--- config.mk ---
export PLATFORM = sky130hd
export DESIGN_NAME = primality_trial_division
export DESIGN_NICKNAME = d
export VERILOG_FILES = /design/src/sv/ptd_pkg.sv /design/src/sv/ptd_rem_unit.sv /design/src/sv/primality_trial_division.sv
export SDC_FILE = /design/constraint.sdc
export NUM_CORES = 1
export LEC_CHECK = 0
export BUFFER_PORTS_ARGS = -buffer_cell sky130_fd_sc_hd__buf_2
export CAP_MARGIN = 25
export CORE_ASPECT_RATIO = 1.2
export CORE_MARGIN = 2
export CORE_UTILIZATION = 30
export DETAILED_ROUTE_END_ITERATION = 7
export SLEW_MARGIN = 20
export SYNTH_ARGS = -nofsm -noshare
export SYNTH_HDL_FRONTEND = slang
export SYNTH_HIERARCHICAL = 1
export SYNTH_SLANG_ARGS = --single-unit
--- constraint.sdc ---
create_clock -name clock -period 4.7 [get_ports clock]
set_input_delay 0.47 -clock clock [delete_from_list [all_inputs] [get_ports clock]]
set_output_delay 0.47 -clock clock [all_outputs]
set_load 0.01 [all_outputs]
--- src/sv/ptd_pkg.sv ---
package ptd_pkg;

   // Width of the candidate field on the request port.
   localparam int CAND_W = 32;

   // Trial divisors follow the 6k +/- 1 pattern starting at FIRST_DIV.
   localparam int FIRST_DIV = 5;
   localparam int DIV_STEP  = 6;
   localparam int PAIR_GAP  = 2;
   localparam int SMALL_DIV = 3;

   // Largest value that is not prime, and largest value that is prime
   // without any trial.
   localparam int LAST_NONPRIME = 1;
   localparam int LAST_TRIVIAL  = 3;

   // Running square of the trial divisor: (i + 6)^2 = i^2 + 12i + 36.
   localparam int FIRST_SQ  = FIRST_DIV * FIRST_DIV;
   localparam int FIRST_INC = 2 * DIV_STEP * FIRST_DIV + DIV_STEP * DIV_STEP;
   localparam int INC_STEP  = 2 * DIV_STEP * DIV_STEP;

   // Status reported by the remainder unit to the sequencer.
   typedef struct packed {
      logic done;   // remainder is final in this cycle
      logic zero;   // remainder equals zero
   } ptd_rem_status_type;

endpackage

--- src/sv/ptd_rem_unit.sv ---
module ptd_rem_unit
   import ptd_pkg::*;
#(
   parameter int WIDTH = 32
) (
   input  logic               clock,
   input  logic               reset,
   input  logic               start,
   input  logic [WIDTH-1:0]   dividend,
   input  logic [WIDTH-1:0]   divisor,
   output ptd_rem_status_type status
);

   localparam int CNT_W = $clog2(WIDTH + 1);

   logic [WIDTH-1:0] shift_ff, shift_in;
   logic [WIDTH-1:0] div_ff, div_in;
   logic [WIDTH-1:0] rem_ff, rem_in;
   logic [CNT_W-1:0] cnt_ff, cnt_in;
   logic             busy_ff, busy_in;
   logic [WIDTH:0]   trial;

   // One dividend bit enters the partial remainder per cycle, MSB first.
   always_comb begin
      shift_in = shift_ff;
      div_in   = div_ff;
      rem_in   = rem_ff;
      cnt_in   = cnt_ff;
      busy_in  = busy_ff;
      trial    = {rem_ff, shift_ff[WIDTH-1]};
      if (start) begin
         shift_in = dividend;
         div_in   = divisor;
         rem_in   = '0;
         cnt_in   = CNT_W'(WIDTH);
         busy_in  = 1'b1;
      end else if (busy_ff) begin
         if (cnt_ff != '0) begin
            if (trial >= {1'b0, div_ff}) begin
               trial = trial - {1'b0, div_ff};
            end
            rem_in   = trial[WIDTH-1:0];
            shift_in = {shift_ff[WIDTH-2:0], 1'b0};
            cnt_in   = cnt_ff - 1'b1;
         end else begin
            busy_in = 1'b0;
         end
      end
   end

   always_ff @(posedge clock) begin
      shift_ff <= shift_in;
      div_ff   <= div_in;
      rem_ff   <= rem_in;
      if (reset) begin
         cnt_ff  <= '0;
         busy_ff <= 1'b0;
      end else begin
         cnt_ff  <= cnt_in;
         busy_ff <= busy_in;
      end
   end

   assign status.done = busy_ff && (cnt_ff == '0);
   assign status.zero = (rem_ff == '0);

endmodule

--- src/sv/primality_trial_division.sv ---
// Trial-division primality tester. Each request transaction carries one
// unsigned candidate, of which the low WIDTH bits are examined, and each
// produces exactly one response transaction whose flag is 1 when that value
// is prime. Values below 2 are not prime, 2 and 3 are prime, even values are
// composite, and otherwise the value is divided by 3 and then by the pairs
// i and i+2 for i = 5, 11, 17, ... for as long as i*i does not exceed it.
// Every remainder comes from one shared restoring remainder unit that takes
// one dividend bit per cycle, and the sequencer checks the bound once per
// divisor pair in a state of its own. The block works on one candidate at a
// time; a finished result sits in an output register, so a new request is
// taken while the previous response is still stalled. No state survives
// between transactions.
module primality_trial_division
   import ptd_pkg::*;
#(
   parameter int WIDTH = 32
) (
   input  logic              clock,
   input  logic              reset,
   input  logic              req_valid,
   output logic              req_stall,
   input  logic [CAND_W-1:0] req_candidate,
   output logic              rsp_valid,
   input  logic              rsp_stall,
   output logic              rsp_prime_flag
);

   // The running square may pass the candidate by up to one divisor step
   // before the search stops, so it carries four guard bits.
   localparam int SQ_W = WIDTH + 4;

   typedef enum logic [6:0] {
      ST_IDLE   = 7'b0000001,
      ST_SCREEN = 7'b0000010,
      ST_DIV3   = 7'b0000100,
      ST_BOUND  = 7'b0001000,
      ST_DIVA   = 7'b0010000,
      ST_DIVB   = 7'b0100000,
      ST_FINISH = 7'b1000000
   } ptd_state_type;

   ptd_state_type      state_ff, state_in;
   logic [WIDTH-1:0]   n_ff, n_in;
   logic [WIDTH-1:0]   i_ff, i_in;
   logic [SQ_W-1:0]    sq_ff, sq_in;
   logic [SQ_W-1:0]    inc_ff, inc_in;
   logic               result_ff, result_in;
   logic               rsp_valid_ff, rsp_valid_in;
   logic               rsp_flag_ff, rsp_flag_in;
   logic [WIDTH-1:0]   cand_masked;
   logic               rem_start;
   logic [WIDTH-1:0]   rem_divisor;
   ptd_rem_status_type rem_status;

   // Only the low WIDTH bits of the candidate take part in the test.
   generate
      if (WIDTH <= CAND_W) begin : g_trunc
         assign cand_masked = req_candidate[WIDTH-1:0];
      end else begin : g_extend
         assign cand_masked = {{(WIDTH - CAND_W){1'b0}}, req_candidate};
      end
   endgenerate

   ptd_rem_unit #(
      .WIDTH (WIDTH)
   ) u_rem (
      .clock    (clock),
      .reset    (reset),
      .start    (rem_start),
      .dividend (n_ff),
      .divisor  (rem_divisor),
      .status   (rem_status)
   );

   // Sequencer: screen the trivial cases, try 3, then walk the divisor
   // pairs while the running square i*i stays at or below the candidate.
   always_comb begin
      state_in     = state_ff;
      n_in         = n_ff;
      i_in         = i_ff;
      sq_in        = sq_ff;
      inc_in       = inc_ff;
      result_in    = result_ff;
      rsp_valid_in = rsp_valid_ff;
      rsp_flag_in  = rsp_flag_ff;
      rem_start    = 1'b0;
      rem_divisor  = WIDTH'(SMALL_DIV);

      // The consumer took the pending response.
      if (rsp_valid_ff && !rsp_stall) begin
         rsp_valid_in = 1'b0;
      end

      case (state_ff)
         ST_IDLE: begin
            if (req_valid) begin
               n_in     = cand_masked;
               state_in = ST_SCREEN;
            end
         end
         ST_SCREEN: begin
            if (n_ff <= WIDTH'(LAST_NONPRIME)) begin
               result_in = 1'b0;
               state_in  = ST_FINISH;
            end else if (n_ff <= WIDTH'(LAST_TRIVIAL)) begin
               result_in = 1'b1;
               state_in  = ST_FINISH;
            end else if (!n_ff[0]) begin
               result_in = 1'b0;
               state_in  = ST_FINISH;
            end else begin
               rem_start   = 1'b1;
               rem_divisor = WIDTH'(SMALL_DIV);
               state_in    = ST_DIV3;
            end
         end
         ST_DIV3: begin
            if (rem_status.done) begin
               if (rem_status.zero) begin
                  result_in = 1'b0;
                  state_in  = ST_FINISH;
               end else begin
                  i_in     = WIDTH'(FIRST_DIV);
                  sq_in    = SQ_W'(FIRST_SQ);
                  inc_in   = SQ_W'(FIRST_INC);
                  state_in = ST_BOUND;
               end
            end
         end
         ST_BOUND: begin
            if (sq_ff > {{(SQ_W - WIDTH){1'b0}}, n_ff}) begin
               result_in = 1'b1;
               state_in  = ST_FINISH;
            end else begin
               rem_start   = 1'b1;
               rem_divisor = i_ff;
               state_in    = ST_DIVA;
            end
         end
         ST_DIVA: begin
            if (rem_status.done) begin
               if (rem_status.zero) begin
                  result_in = 1'b0;
                  state_in  = ST_FINISH;
               end else begin
                  rem_start   = 1'b1;
                  rem_divisor = i_ff + WIDTH'(PAIR_GAP);
                  state_in    = ST_DIVB;
               end
            end
         end
         ST_DIVB: begin
            if (rem_status.done) begin
               if (rem_status.zero) begin
                  result_in = 1'b0;
                  state_in  = ST_FINISH;
               end else begin
                  i_in     = i_ff + WIDTH'(DIV_STEP);
                  sq_in    = sq_ff + inc_ff;
                  inc_in   = inc_ff + SQ_W'(INC_STEP);
                  state_in = ST_BOUND;
               end
            end
         end
         ST_FINISH: begin
            // Hand the verdict to the output register once it is free.
            if (!rsp_valid_ff || !rsp_stall) begin
               rsp_valid_in = 1'b1;
               rsp_flag_in  = result_ff;
               state_in     = ST_IDLE;
            end
         end
         default: begin
            state_in = ST_IDLE;
         end
      endcase
   end

   always_ff @(posedge clock) begin
      n_ff        <= n_in;
      i_ff        <= i_in;
      sq_ff       <= sq_in;
      inc_ff      <= inc_in;
      result_ff   <= result_in;
      rsp_flag_ff <= rsp_flag_in;
      if (reset) begin
         state_ff     <= ST_IDLE;
         rsp_valid_ff <= 1'b0;
      end else begin
         state_ff     <= state_in;
         rsp_valid_ff <= rsp_valid_in;
      end
   end

   // A new transaction is taken only when the sequencer is free.
   assign req_stall      = (state_ff != ST_IDLE);
   assign rsp_valid      = rsp_valid_ff;
   assign rsp_prime_flag = rsp_flag_ff;

endmodule
==> summary.txt <==
largest family of logic cells by synthesized area: simple AND/OR/NAND/NOR gates
ANT cells: 0
Die X: 211 um
GRT busiest layer: met2
Post-Synth Adder-Cell Area: 8.19%
hold depth: 1
Final Cycle Share: 78.2%
max_cap viols: 0
Compound-Gate Fraction of Synth Area: 16.8%
Post-DP HPWL: 28100 um
Skew-Pair Late Insertion Delay: 0.54 ns
Post-Syn Area: 15500 um2
normalized max-slew margin: 33.8%
Area Overhead vs Synth: 11.3%
CTS tree: yes
number of synthesized flops with an enable pin: 195
area of the core: 51100 um2
Bufs on Longest Clock Path: 3
post-synthesis simple-gate area fraction: 18.0%
first-pass GRT wire length: 61700 um
Synth Area in XOR/XNOR: 6.06%
Post-synth top cells: 195 x edfxtp_1, 169 x nor2_1, 142 x nand2_1, 103 x a21oi_1, 103 x o21ai_0
final WL: 38700 um
post-synth top area share: 37.9%
most frequent cell after synthesis: edfxtp_1
hold path start: req_candidate[20]
worst r2r src: n_ff[3]
Leak: 6.34 nW
TritonRoute pass-1 iters: 8
Worst Hold End: n_ff[20]
mean post-synth cell area: 9.71 um2
drt wl/cell: 17.0 um
Rows: 91
FF-to-FF End: u_rem/rem_ff[30]
reg-to-reg slack, setup: 1.02 ns
pin count of the biggest net entering global routing: 94
initial DRC count: 932
grt total ovfl: 0
ANT nets after route: 0
starting density of the core: 30.2%
number of global-route vias before repair: 11797
CP arrival: 4.11 ns
synth top area cells: edfxtp_1 38%, ha_1 7.9%, dfxtp_1 6.1%
CTS Buf Count: 29
root buffer cell: clkbuf_16
RSZ-0062 raised after global routing: no
critical path peak fanout: 93
pwr/cell area: 310 nW/um2
post-synthesis mux area share: 2.72%
setup TNS: 0 ns
Setup Viol. Count Final: 0
yosys warns: 6
met2 Track Usage GR: 25.6%
Die H: 253 um
I/O Buffers: 38
share of cells above drive strength 1: 10.8%
Worst Hold Class: input port to flop
cts repair resizes: 0
Synth cell types: 91
startpoint types: flop
Crit Path Class: flop to flop
worst path required time: 5.13 ns
Async S/R FF share, synth: 0%
CTS clk-pin slew, worst paths: 0.06 ns
fin worst setup slack: 1.02 ns
Final Slew Violations: 0
Reg2Reg Depth: 15
Vias per Instance: 5.24
min Tclk post-route: 3.68 ns
postcts setup bufs: 0
layout net count: 1739
Main synth FF type: edfxtp_1
initial antenna violation count: 0
via count: 11926
Remaining DRCs: 0
Worst setup EP type: flop
Max Fclk: 272 MHz
Synth Instances: 1591
I/O Pins: 39
CTS Hold Bufs: 0
#FFs+latches synth: 242
met1 Track Usage GR: 17.4%
Slew @ Worst Pin: 0.991 ns
M3 GR Usage: 1.48%
run status: complete, no violations
RePlAce Congestion: 0.902
Hold Vio Cnt, Final: 0
worst ir drop on vdd: 0.304 mV
cell taking the most area after synthesis: edfxtp_1
post-synthesis net count: 1727
CTS H-tree depth: 1
clock skew: 0.0112 ns
GRT Total Usage: 14.2%
dpl ws: 1.10 ns
register area share after synthesis: 44.0%
CTS sink cnt: 242
Die ar.: 53400 um2
-- kinds of logic (layout without fill, tap and decap cells) --
| logic type | Yosys count | count (layout) |
|---|---|---|
| xor gates and xnor gates | 107 | 107 |
| muxes | 38 | 38 |
| and+or+nand+nor | 564 | 564 |
| AOI/OAI and AO/OA | 388 | 388 |
| buffers and inverters | 151 | 185 |
| DFF | 242 | 242 |
| adders and majority gates | 100 | 100 |
| other | 1 | 1 |
-- area by class of cell --
| type | instances | area, um2 |
|---|---|---|
| Clock buffer | 44 | 812 |
| Fill cell | 5132 | 33900 |
| Inverter | 83 | 312 |
| Sequential cell | 242 | 6800 |
| Tap cell | 651 | 815 |
| Clock inverter | 9 | 96.3 |
| Timing Repair Buffer | 49 | 318 |
| Multi-Input combinational cell | 1198 | 8050 |
-- sequential cells by signal (all words and copies together) (netlist names) --
register        flops
u_rem/rem_ff       32
i_ff               31
rsp_valid           1
u_rem/shift_ff     32
state_ff            7
rsp_prime_flag      1
u_rem/busy_ff       1
result_ff           1
u_rem/cnt_ff        6
u_rem/div_ff       32
inc_ff             33
n_ff               32
sq_ff              33
-- where the power goes --
part,internal (mW),switching (mW)
Combinational,0.279,0.392
Clock,1.29,0.875
Sequential,2.39,0.105
-- metal layers --
layer,routed length [um],vias up
met4,1390,0
met1,16500,5669
li1,-,5885
met3,1540,80
met2,19200,292
met5,0,-
-- worst max path at each step --
stage,to,slack [ns],depth (start not counted),start
after detailed placement,u_rem/rem_ff[30],1.10,15,n_ff[3]
after CTS,u_rem/rem_ff[30],1.07,15,n_ff[3]
after floorplan,u_rem/shift_ff[0],0.08,14,n_ff[3]
final,u_rem/rem_ff[30],1.02,15,n_ff[3]
after global routing,u_rem/rem_ff[30],0.80,15,n_ff[13]
after global placement,u_rem/rem_ff[30],1.14,15,n_ff[3]
-- metrics by stage --
stage                     hold WS, ns  utilization, %  area, um2  power, mW  instances
after floorplan                 0.400               -      15500       3.02       1591
after CTS                      0.0763            33.6      17200       5.39       2274
after global routing           0.0760            33.6      17200       5.56       2276
after global placement          0.408            31.8      16300       3.19       2221
after detailed placement        0.407            31.8      16300       3.20       2221
final                           0.105            33.6      17200       5.33       2276
-- worst max-delay path, stage by stage (launching register included) --
cell	delay (ns)
edfxtp_1	0.44
inv_1	0.09
ha_1	0.22
nor3b_1	0.15
or2_1	0.22
a21oi_1	0.17
a21oi_1	0.10
o41a_1	0.43
o32ai_2	0.35
nand2b_1	0.16
nand2b_4	0.15
buf_12	0.42
nand2b_1	0.33
a211oi_1	0.09
mux2i_1	0.16
nand2_1	0.07
-- layout by cell type (no fill, tap or decap), types with 12 or more instances in the layout --
cell       instances
a211oi_1          13
a21o_1            34
a21oi_1          103
a311oi_2          12
a31oi_1           15
and3_1            21
buf_2             38
clkbuf_1          12
clkbuf_16         29
dfxtp_1           47
edfxtp_1         195
ha_1              98
inv_1             83
mux2_2            32
nand2_1          142
nand3_1           27
nand4_1           38
nor2_1           168
nor2b_1           17
nor3_1            39
nor4_1            20
o211ai_1          14
o21a_1            14
o21ai_0          103
o31ai_1           13
or3_1             20
xnor2_1           54
xor2_1            53
Note: power is estimated with default switching activity, not from simulation.
